$ cat src/sv/rdot_pkg.sv
`timescale 1ns / 1ps
`default_nettype none
package rdot_pkg;

	localparam int SAMPLE_W   = 16;
	localparam int SUM_W      = 30;
	localparam int MAG_W      = SUM_W - 1;
	localparam int CNT_W      = 14;
	localparam int AVG_W      = 36;
	localparam int CORR_W     = 7;
	localparam int THR_W      = 26;
	localparam int DAMP_SHIFT = 10;
	localparam int PROD_W     = AVG_W + DAMP_SHIFT;
	localparam int DIV_STEPS  = MAG_W;
	localparam int STEP_W     = $clog2(DIV_STEPS);

	localparam logic [CNT_W-1:0]         MAX_BLOCK_SAMPLES = CNT_W'(8192);
	localparam logic signed [CORR_W-1:0] MAX_CORRECTION    = CORR_W'(63);

	// configuration register indexes
	localparam logic REG_MAX_OFFSET   = 1'b0;
	localparam logic REG_AUTO_CORRECT = 1'b1;

	typedef struct packed {
		logic signed [SUM_W-1:0] sum_i;
		logic signed [SUM_W-1:0] sum_q;
		logic [CNT_W-1:0]        cnt;
	} blk_t;

	typedef struct packed {
		logic [THR_W-1:0] max_offset;
		logic             auto_en;
	} cfg_t;

endpackage
`default_nettype wire

$ cat src/sv/rdot_front.sv
`timescale 1ns / 1ps
`default_nettype none
module rdot_front (
	input  wire logic                clk,
	input  wire logic                arst_n,
	input  wire logic                s_axis_tvalid,
	output logic                     s_axis_tready,
	input  wire logic [31:0]         s_axis_tdata,
	input  wire logic                s_axis_tlast,
	input  wire logic                q_full,
	output logic                     push,
	output rdot_pkg::blk_t           push_blk
);
	import rdot_pkg::*;

	logic signed [SUM_W-1:0] sum_i_q, sum_q_q, sum_i_n, sum_q_n;
	logic [CNT_W-1:0]        cnt_q, cnt_n;
	logic                    add_en, acc;

	always_comb begin
		add_en  = cnt_q < MAX_BLOCK_SAMPLES;
		sum_i_n = sum_i_q;
		sum_q_n = sum_q_q;
		cnt_n   = cnt_q;
		if (add_en) begin
			sum_i_n = sum_i_q + {{(SUM_W-SAMPLE_W){s_axis_tdata[15]}}, s_axis_tdata[15:0]};
			sum_q_n = sum_q_q + {{(SUM_W-SAMPLE_W){s_axis_tdata[31]}}, s_axis_tdata[31:16]};
			cnt_n   = cnt_q + CNT_W'(1);
		end
	end

	assign s_axis_tready = !q_full;
	assign acc           = s_axis_tvalid && s_axis_tready;
	assign push          = acc && s_axis_tlast;
	assign push_blk      = '{sum_i: sum_i_n, sum_q: sum_q_n, cnt: cnt_n};

	always_ff @(posedge clk or negedge arst_n) begin
		if (!arst_n) begin
			sum_i_q <= '0;
			sum_q_q <= '0;
			cnt_q   <= '0;
		end else if (acc) begin
			if (s_axis_tlast) begin
				sum_i_q <= '0;
				sum_q_q <= '0;
				cnt_q   <= '0;
			end else begin
				sum_i_q <= sum_i_n;
				sum_q_q <= sum_q_n;
				cnt_q   <= cnt_n;
			end
		end
	end

endmodule
`default_nettype wire

$ cat src/sv/rdot_queue.sv
`timescale 1ns / 1ps
`default_nettype none
module rdot_queue (
	input  wire logic            clk,
	input  wire logic            arst_n,
	input  wire logic            push,
	input  wire rdot_pkg::blk_t  push_blk,
	output logic                 full,
	output logic                 rd_valid,
	input  wire logic            rd_ready,
	output rdot_pkg::blk_t       rd_blk
);
	import rdot_pkg::*;

	blk_t       mem_q [2];
	logic       wr_ptr_q, rd_ptr_q;
	logic [1:0] fill_q;
	logic       pop;

	assign full     = fill_q == 2'd2;
	assign rd_valid = fill_q != 2'd0;
	assign rd_blk   = mem_q[rd_ptr_q];
	assign pop      = rd_valid && rd_ready;

	always_ff @(posedge clk) begin
		if (push) mem_q[wr_ptr_q] <= push_blk;
	end

	always_ff @(posedge clk or negedge arst_n) begin
		if (!arst_n) begin
			wr_ptr_q <= 1'b0;
			rd_ptr_q <= 1'b0;
			fill_q   <= 2'd0;
		end else begin
			if (push) wr_ptr_q <= !wr_ptr_q;
			if (pop) rd_ptr_q <= !rd_ptr_q;
			case ({push, pop})
				2'b10:   fill_q <= fill_q + 2'd1;
				2'b01:   fill_q <= fill_q - 2'd1;
				default: fill_q <= fill_q;
			endcase
		end
	end

endmodule
`default_nettype wire

$ cat src/sv/rdot_back.sv
`timescale 1ns / 1ps
`default_nettype none
module rdot_back (
	input  wire logic            clk,
	input  wire logic            arst_n,
	input  wire rdot_pkg::cfg_t  cfg,
	input  wire logic            rd_valid,
	output logic                 rd_ready,
	input  wire rdot_pkg::blk_t  rd_blk,
	output logic                 m_axis_tvalid,
	input  wire logic            m_axis_tready,
	output logic [47:0]          m_axis_tdata
);
	import rdot_pkg::*;

	localparam logic [2:0] ST_IDLE = 3'd0;
	localparam logic [2:0] ST_DIV  = 3'd1;
	localparam logic [2:0] ST_MUL  = 3'd2;
	localparam logic [2:0] ST_ADD  = 3'd3;
	localparam logic [2:0] ST_STEP = 3'd4;

	function automatic logic [CNT_W+MAG_W-1:0] div_step(
		input logic [CNT_W-1:0] rem,
		input logic [MAG_W-1:0] dq,
		input logic [CNT_W-1:0] d
	);
		logic [CNT_W:0] trial;
		trial = {rem, dq[MAG_W-1]};
		if (trial >= {1'b0, d})
			div_step = {CNT_W'(trial - {1'b0, d}), dq[MAG_W-2:0], 1'b1};
		else
			div_step = {trial[CNT_W-1:0], dq[MAG_W-2:0], 1'b0};
	endfunction

	function automatic logic signed [SAMPLE_W-1:0] signed_mean(
		input logic [MAG_W-1:0] q,
		input logic             neg
	);
		logic [SAMPLE_W:0] m;
		m = q[SAMPLE_W:0];
		signed_mean = neg ? SAMPLE_W'(-m) : m[SAMPLE_W-1:0];
	endfunction

	function automatic logic signed [AVG_W-1:0] damp(
		input logic signed [PROD_W-1:0]   p,
		input logic signed [SAMPLE_W-1:0] mean
	);
		logic [PROD_W-1:0] t;
		// truncate toward zero on the division by the damping factor
		t = p + (p[PROD_W-1] ? PROD_W'((1 << DAMP_SHIFT) - 1) : PROD_W'(0));
		damp = t[PROD_W-1:DAMP_SHIFT] + {{(AVG_W-SAMPLE_W){mean[SAMPLE_W-1]}}, mean};
	endfunction

	function automatic logic signed [CORR_W-1:0] step_corr(
		input logic signed [AVG_W-1:0]  avg,
		input logic signed [CORR_W-1:0] corr,
		input logic [THR_W-1:0]         thr
	);
		logic signed [AVG_W:0] a, t;
		a = {avg[AVG_W-1], avg};
		t = {{(AVG_W+1-THR_W){1'b0}}, thr};
		if (a > t && corr < MAX_CORRECTION)
			step_corr = corr + CORR_W'(1);
		else if (a < -t && corr > -MAX_CORRECTION)
			step_corr = corr - CORR_W'(1);
		else
			step_corr = corr;
	endfunction

	logic [2:0]                state_q;
	logic [STEP_W-1:0]         step_q;
	logic [MAG_W-1:0]          dq_i_q, dq_q_q;
	logic [CNT_W-1:0]          rem_i_q, rem_q_q, div_q;
	logic                      neg_i_q, neg_q_q;
	logic signed [SAMPLE_W-1:0] mean_i_q, mean_q_q;
	logic signed [PROD_W-1:0]  p_i_q, p_q_q;
	logic signed [AVG_W-1:0]   avg_i_q, avg_q_q;
	logic signed [CORR_W-1:0]  com_i_q, com_q_q, ci, cq;
	logic [SUM_W-1:0]          abs_i, abs_q;
	logic                      out_free, commit;

	assign out_free = !m_axis_tvalid || m_axis_tready;
	assign rd_ready = state_q == ST_IDLE;
	assign abs_i    = rd_blk.sum_i[SUM_W-1] ? SUM_W'(-rd_blk.sum_i) : rd_blk.sum_i;
	assign abs_q    = rd_blk.sum_q[SUM_W-1] ? SUM_W'(-rd_blk.sum_q) : rd_blk.sum_q;
	assign ci       = step_corr(avg_i_q, com_i_q, cfg.max_offset);
	assign cq       = step_corr(avg_q_q, com_q_q, cfg.max_offset);
	assign commit   = cfg.auto_en && (ci != com_i_q || cq != com_q_q);

	// division and damping datapath
	always_ff @(posedge clk) begin
		unique case (state_q)
			ST_IDLE: begin
				dq_i_q  <= abs_i[MAG_W-1:0];
				dq_q_q  <= abs_q[MAG_W-1:0];
				rem_i_q <= '0;
				rem_q_q <= '0;
				div_q   <= rd_blk.cnt;
				neg_i_q <= rd_blk.sum_i[SUM_W-1];
				neg_q_q <= rd_blk.sum_q[SUM_W-1];
			end
			ST_DIV: begin
				{rem_i_q, dq_i_q} <= div_step(rem_i_q, dq_i_q, div_q);
				{rem_q_q, dq_q_q} <= div_step(rem_q_q, dq_q_q, div_q);
			end
			ST_MUL: begin
				mean_i_q <= signed_mean(dq_i_q, neg_i_q);
				mean_q_q <= signed_mean(dq_q_q, neg_q_q);
				p_i_q <= (PROD_W'(avg_i_q) <<< DAMP_SHIFT) - PROD_W'(avg_i_q);
				p_q_q <= (PROD_W'(avg_q_q) <<< DAMP_SHIFT) - PROD_W'(avg_q_q);
			end
			default: ;
		endcase
	end

	always_ff @(posedge clk or negedge arst_n) begin
		if (!arst_n) begin
			state_q       <= ST_IDLE;
			step_q        <= '0;
			avg_i_q       <= '0;
			avg_q_q       <= '0;
			com_i_q       <= '0;
			com_q_q       <= '0;
			m_axis_tvalid <= 1'b0;
		end else begin
			if (state_q == ST_STEP && out_free)
				m_axis_tvalid <= 1'b1;
			else if (m_axis_tready)
				m_axis_tvalid <= 1'b0;
			unique case (state_q)
				ST_IDLE: begin
					step_q <= '0;
					if (rd_valid) state_q <= ST_DIV;
				end
				ST_DIV: begin
					step_q <= step_q + STEP_W'(1);
					if (step_q == STEP_W'(DIV_STEPS - 1)) state_q <= ST_MUL;
				end
				ST_MUL: state_q <= ST_ADD;
				ST_ADD: begin
					avg_i_q <= damp(p_i_q, mean_i_q);
					avg_q_q <= damp(p_q_q, mean_q_q);
					state_q <= ST_STEP;
				end
				ST_STEP: begin
					if (out_free) begin
						if (ci != com_i_q) avg_i_q <= '0;
						if (cq != com_q_q) avg_q_q <= '0;
						if (commit) begin
							com_i_q <= ci;
							com_q_q <= cq;
						end
						state_q <= ST_IDLE;
					end
				end
				default: state_q <= ST_IDLE;
			endcase
		end
	end

	always_ff @(posedge clk) begin
		if (state_q == ST_STEP && out_free)
			m_axis_tdata <= {1'b0, commit,
				commit ? cq : com_q_q, commit ? ci : com_i_q, mean_q_q, mean_i_q};
	end

endmodule
`default_nettype wire

$ cat src/sv/rx_dc_offset_tracker_core.sv
`timescale 1ns / 1ps
`default_nettype none
// Receive DC offset tracker. I/Q samples enter on the slave stream, one per cycle while
// s_axis_tready is high; tlast closes an averaging block (samples past the first 8192 of a
// block are dropped but tlast still closes it). Each closed block yields one request on the
// master stream with the truncated block means, the committed I/Q corrections (within +-63)
// and a changed flag. The front sums samples at full rate and hands finished blocks to a
// two-entry queue; the back works one block at a time through its one-bit-per-cycle
// 29-step divider and the damping and step stages. Input stalls while the queue is full,
// as when blocks close faster than the back retires them or the master stream holds off.
// Config registers: index 0 max_offset (26 bit, reset 10240), index 1 auto_correct_enable
// (reset 1); write them only while the block is idle.
module rx_dc_offset_tracker_core (
	input  wire logic        clk,
	input  wire logic        arst_n,
	input  wire logic        s_axis_tvalid,
	output logic             s_axis_tready,
	input  wire logic [31:0] s_axis_tdata,  // sample_i[15:0], sample_q[31:16]
	input  wire logic        s_axis_tlast,  // last_in_block
	output logic             m_axis_tvalid,
	input  wire logic        m_axis_tready,
	// block_mean_i[15:0], block_mean_q[31:16], offset_i[38:32], offset_q[45:39],
	// offset_changed[46], zero pad[47]
	output logic [47:0]      m_axis_tdata,
	input  wire logic        cfg_we,
	input  wire logic        cfg_addr,
	input  wire logic [25:0] cfg_wdata
);
	import rdot_pkg::*;

	cfg_t cfg_q;
	blk_t push_blk, rd_blk;
	logic push, q_full, rd_valid, rd_ready;

	always_ff @(posedge clk or negedge arst_n) begin
		if (!arst_n) begin
			cfg_q.max_offset <= THR_W'(10240);
			cfg_q.auto_en    <= 1'b1;
		end else if (cfg_we) begin
			unique case (cfg_addr)
				REG_MAX_OFFSET:   cfg_q.max_offset <= cfg_wdata;
				REG_AUTO_CORRECT: cfg_q.auto_en    <= cfg_wdata[0];
				default: ;
			endcase
		end
	end

	rdot_front u_front (
		.clk           (clk),
		.arst_n        (arst_n),
		.s_axis_tvalid (s_axis_tvalid),
		.s_axis_tready (s_axis_tready),
		.s_axis_tdata  (s_axis_tdata),
		.s_axis_tlast  (s_axis_tlast),
		.q_full        (q_full),
		.push          (push),
		.push_blk      (push_blk)
	);

	rdot_queue u_queue (
		.clk      (clk),
		.arst_n   (arst_n),
		.push     (push),
		.push_blk (push_blk),
		.full     (q_full),
		.rd_valid (rd_valid),
		.rd_ready (rd_ready),
		.rd_blk   (rd_blk)
	);

	rdot_back u_back (
		.clk           (clk),
		.arst_n        (arst_n),
		.cfg           (cfg_q),
		.rd_valid      (rd_valid),
		.rd_ready      (rd_ready),
		.rd_blk        (rd_blk),
		.m_axis_tvalid (m_axis_tvalid),
		.m_axis_tready (m_axis_tready),
		.m_axis_tdata  (m_axis_tdata)
	);

	// no change is reported while automatic correction is off
	assert property (@(posedge clk) disable iff (!arst_n)
		m_axis_tvalid |-> !(m_axis_tdata[46] && !cfg_q.auto_en))
		else $error("offset change reported with auto correction off");

	// committed corrections never reach -64
	assert property (@(posedge clk) disable iff (!arst_n)
		m_axis_tvalid |-> (m_axis_tdata[38:32] != 7'h40 && m_axis_tdata[45:39] != 7'h40))
		else $error("correction out of range");

	// a block entering a full queue would be lost
	assert property (@(posedge clk) disable iff (!arst_n)
		push |-> !q_full)
		else $error("block pushed into full queue");

endmodule
`default_nettype wire

$ cat config.mk
export PLATFORM = sky130hd
export DESIGN_NAME = rx_dc_offset_tracker_core
export DESIGN_NICKNAME = d
export VERILOG_FILES = /design/src/sv/rdot_pkg.sv /design/src/sv/rdot_front.sv /design/src/sv/rdot_queue.sv /design/src/sv/rdot_back.sv /design/src/sv/rx_dc_offset_tracker_core.sv
export SDC_FILE = /design/constraint.sdc
export NUM_CORES = 2
export LEC_CHECK = 0
export BUFFER_PORTS_ARGS = -buffer_cell sky130_fd_sc_hd__buf_2
export CAP_MARGIN = 20
export CELL_PAD_IN_SITES_DETAIL_PLACEMENT = 0
export CELL_PAD_IN_SITES_GLOBAL_PLACEMENT = 1
export CORE_AREA = 2 2 291 293
export CTS_CLUSTER_SIZE = 25
export DETAILED_ROUTE_END_ITERATION = 7
export DIE_AREA = 0 0 293 295
export PLACE_DENSITY_LB_ADDON = 0.12
export RECOVER_POWER = 50
export SLEW_MARGIN = 15
export SYNTH_ARGS = -nofsm -noshare
export SYNTH_HDL_FRONTEND = slang
export SYNTH_SLANG_ARGS = --single-unit
$ cat constraint.sdc
create_clock -name clk -period 8.85 [get_ports clk]
set_input_delay 0.885 -clock clk [delete_from_list [all_inputs] [get_ports clk]]
set_output_delay 0.885 -clock clk [all_outputs]
set_load 0.005 [all_outputs]
==> key figures <==
Worst setup path
  • Category of the critical setup timing path: in2async
  • Worst-path cell chain: clkbuf_1 > clkbuf_2
  • Data required time of the critical path: roughly 9300 ps
  • Max stage delay on crit path: 3980 ps
  • Buffering stage count on the worst path with inverters included: 2
  • Maximum net fanout on the critical path: 95
  • Cell at the slowest stage of the critical path: sky130_fd_sc_hd__clkbuf_1
  • Data arrival, critical path: about 6700 ps
  • Cells on worst reg2reg path: 21
  • Kind of cell adding the most delay to the critical path: buffers and inverters
  • Stages on the worst setup path: 2
  • Critical path startpoint category: input port
  • Kind of capture point of the worst setup path: async pin

Floorplanning
  • Die area: 0.0864 mm^2
  • Die width: 293 um
  • Height of the chip: a little under 300 um
  • Site row count: 106
  • Initial core utilization: 0.497
  • I/O pin count: between 100 and 150
  • Core box area: slightly above 0.08 mm^2

Final layout
  • Share of final-layout standard cells stronger than drive strength 1: 0.0712
  • Fin nets: approximately 4,700
  • Post-route standard cell area excluding fillers: between 0.04 and 0.05 mm^2
  • Area grow syn2layout: 10.1%
  • N_diodes: 0

Placement
  • Count of input and output buffers: roughly 110
  • RePlAce Congestion: ~0.9
  • HPWL Detailed: 75.7 mm
  • Cell area reported after detailed placement: around 0.043 mm^2

Pwr
  • Cell Pwr Density: 331 mW/mm^2
  • Leakage power of the design: about 0.019 uW
  • Max IR drop VDD: roughly 0.00018 V

Detailed routing
  • Total routed wirelength: 103 mm
  • Violation count after the first detailed-routing iteration: around 1,800
  • Count of unresolved DRC violations after routing: 0
  • Final antenna-violating net count: 0
  • Number of vias after detailed routing: around 30,000
  • First drt pass iteration count: 5
  • Routed wire per std cell: between 15 and 20 um
  • Avg Vias per Cell: 5.68

Timing
  • Max-slew headroom at the worst pin: -2.87
  • Hold Vio Cnt, Final: 0
  • Setup tns final: 0 ps
  • Time the worst path needs with I/O delays and setup: about 6200 ps
  • Max Clock Skew: 24.8 ps
  • Fin crit share: 0.703
  • RSZ-0062 raised after global routing: no
  • Worst-Margin Slew: slightly below 6000 ps
  • Max Clock Freq: 161 MHz
  • Final max-slew violation count: about 590
  • Endpoints failing setup: 0

Global routing
  • Maximum number of pins on one net before global-route repair: just over 100
  • GR Util All Layers: 0.238
  • Vias in the first global route: 29,600
  • Residual overflow from global routing: 0
  • Initial antenna violation count: 0
  • First-pass GRT wire length: about 160 mm

CTS
  • Total setup buffers inserted after CTS: 0
  • CTS tree: done
  • Total of hold buffers inserted after clock tree synthesis: 0
  • H-Tree Depth: 3
  • Clock slew seen by the registers of the worst setup and hold paths: 60 ps
  • Post-CTS sizing: 0
  • Clock root buffer master: sky130_fd_sc_hd__clkbuf_16
  • Number of clock buffers inserted by TritonCTS: 74
  • Insertion delay of the later-clocked pin in the worst-skew pair: between 600 and 700 ps
  • Maximum buffer depth of the clock tree: 3
  • Sinks on Clock Net: approximately 620

Logic synthesis
  • EDFF count, synth: about 420
  • Total of warnings raised by yosys: 0
  • FFs w/ async S/R, synth: 0.322
  • Syn Area/Cell: 10.0 um^2
  • Synth top cells by count: sky130_fd_sc_hd__nand2_1 (425), sky130_fd_sc_hd__edfxtp_1 (421), sky130_fd_sc_hd__ha_1 (383)
  • Area leader, netlist: sky130_fd_sc_hd__edfxtp_1
  • Top area cells in the synthesized netlist: sky130_fd_sc_hd__edfxtp_1 (31%), sky130_fd_sc_hd__dfrtp_1 (12%), sky130_fd_sc_hd__ha_1 (12%)
  • Syn_nets: roughly 4,600
  • Cell with the most instances after synthesis: sky130_fd_sc_hd__nand2_1
  • Gate Count Post-Synth: between 4,000 and 5,000
  • Number of storage elements in the synthesis netlist: a little over 600
  • Top-area cell type share of the netlist area: 0.306
  • Portion of the post-synthesis area used by sequential elements: 0.427
  • Mapped cell area: approximately 0.041 mm^2
  • Synth Flop Type: sky130_fd_sc_hd__edfxtp_1
  • Count of distinct cell types in the synthesized netlist: 97

Status
  • Violations in the final reports: capacitance limit, slew limit
  • Run status: finished with violations

Worst hold path
  • Kind of path behind the tightest hold check: reg2reg
  • Hold path cells: 0

Job
  • Number of violations of the max-capacitance limit: 11
## registers in the layout, indices dropped and copies added (netlist names), 30 cells and up
| register | cells |
|---|---|
| u_back.avg_i_q | 36 |
| u_back.avg_q_q | 36 |
| u_back.m_axis_tdata | 47 |
| u_back.p_i_q | 46 |
| u_back.p_q_q | 46 |
| u_front.sum_i_q | 30 |
| u_front.sum_q_q | 30 |
| u_queue.mem_q | 148 |
## cells by family after synthesis
logic type | after synthesis | share of synthesized area
and+or+nand+nor | 1182 | 0.139
AOI/OAI and AO/OA | 1104 | 0.174
DFF | 621 | 0.427
muxes | 98 | 0.0247
xor gates and xnor gates | 411 | 0.0871
adders and majority gates | 389 | 0.119
other | 1 | 0.0000908
buffers and inverters | 308 | 0.0294
## metrics by stage
| stage | instances | hold WS, ps | power [uW] | worst slack [ps] | util |
|---|---|---|---|---|---|
| after floorplan | 4114 | 433 | 10200 | 2340 | - |
| after detailed placement | 5225 | 451 | 12000 | 2940 | 0.518 |
| after global routing | 5364 | 472 | 16200 | 1410 | 0.547 |
| final | 5364 | 461 | 15100 | 2630 | 0.547 |
| after global placement | 5225 | 452 | 11900 | 3040 | 0.518 |
| after CTS | 5363 | 326 | 15200 | 2900 | 0.548 |
## power by group
part           internal (uW)  leakage [uW]  switching [uW]  total, uW
logic                   2920        0.0113            3870       6790
registers               4350       0.00648             801       5150
clock network           1820       0.00121            1300       3120
total                   9080        0.0190            5970      15100
## worst paths after layout
path / from / endpoint / slack (ps)
setup / recovery: arst_n / u_front.sum_i_q[21]$_DFFE_PN0P_ / 2630
hold / removal: u_back.mean_q_q[12]$_DFFE_PP_ / u_back.m_axis_tdata[28]$_DFFE_PP_ / 460
setup reg to reg: u_back.p_i_q[45]$_DFFE_PP_ / u_back.avg_i_q[35]$_DFFE_PN0P_ / 2910
hold reg to reg: u_back.mean_q_q[12]$_DFFE_PP_ / u_back.m_axis_tdata[28]$_DFFE_PP_ / 460
max in group clk: u_back.p_i_q[45]$_DFFE_PP_ / u_back.avg_i_q[35]$_DFFE_PN0P_ / 2910
min in group asynchronous: arst_n / u_back.avg_q_q[1]$_DFFE_PN0P_ / 2400
## layout by cell type, fill, tap and decap left out, types with 14 or more instances in the layout
cell                        netlist  layout
sky130_fd_sc_hd__o21ai_0        321     321
sky130_fd_sc_hd__edfxtp_1       421     421
sky130_fd_sc_hd__xor2_1         129     129
sky130_fd_sc_hd__and2_1          19      17
sky130_fd_sc_hd__o21bai_1        28      28
sky130_fd_sc_hd__o211ai_1        20      20
sky130_fd_sc_hd__buf_4            1      18
sky130_fd_sc_hd__nor2_1         210     208
sky130_fd_sc_hd__or3_1           31      31
sky130_fd_sc_hd__and3_1          46      46
sky130_fd_sc_hd__nor3b_1         17      17
sky130_fd_sc_hd__inv_1          195     194
sky130_fd_sc_hd__nor3_1          86      86
sky130_fd_sc_hd__nor2b_1         39      39
sky130_fd_sc_hd__clkbuf_16        0      75
sky130_fd_sc_hd__nand2_1        425     424
sky130_fd_sc_hd__mux2_2          32      23
sky130_fd_sc_hd__a22o_1          84      84
sky130_fd_sc_hd__nor4_1          14      14
sky130_fd_sc_hd__a211oi_1        29      29
sky130_fd_sc_hd__o31ai_1         33      33
sky130_fd_sc_hd__buf_2            9      85
sky130_fd_sc_hd__a21oi_1        236     236
sky130_fd_sc_hd__dfrtp_1        197     197
sky130_fd_sc_hd__ha_1           383     383
sky130_fd_sc_hd__a21boi_0        14      14
sky130_fd_sc_hd__nand4_1         62      62
sky130_fd_sc_hd__nand3_1        109     109
sky130_fd_sc_hd__o21a_1          39      39
sky130_fd_sc_hd__or2_2           18      17
sky130_fd_sc_hd__nand2b_1        53      53
sky130_fd_sc_hd__clkbuf_1        95      56
sky130_fd_sc_hd__xnor2_1        282     282
sky130_fd_sc_hd__mux2i_1         66      66
sky130_fd_sc_hd__o21ai_1         30      30
sky130_fd_sc_hd__a21o_1         121     121
sky130_fd_sc_hd__a31oi_1         22      22
## metal layers
layer	vias to the layer above	GRT usage	routed length, um
met5	-	0	0
met4	0	0.0545	2130
met3	115	0.0304	3770
met2	508	0.395	47800
met1	14400	0.332	49000
li1	15400	-	-
## area by class of cell
class | instances | area [um^2]
repair buffers | 145 | 744
clock buffers | 98 | 2020
well taps | 1080 | 1350
flip-flops and latches | 621 | 17700
inverters | 195 | 733
multi-input cells | 3185 | 22500
clock inverters | 40 | 507
fillers | 7547 | 37700
Note: power is estimated with default switching activity, not from simulation.
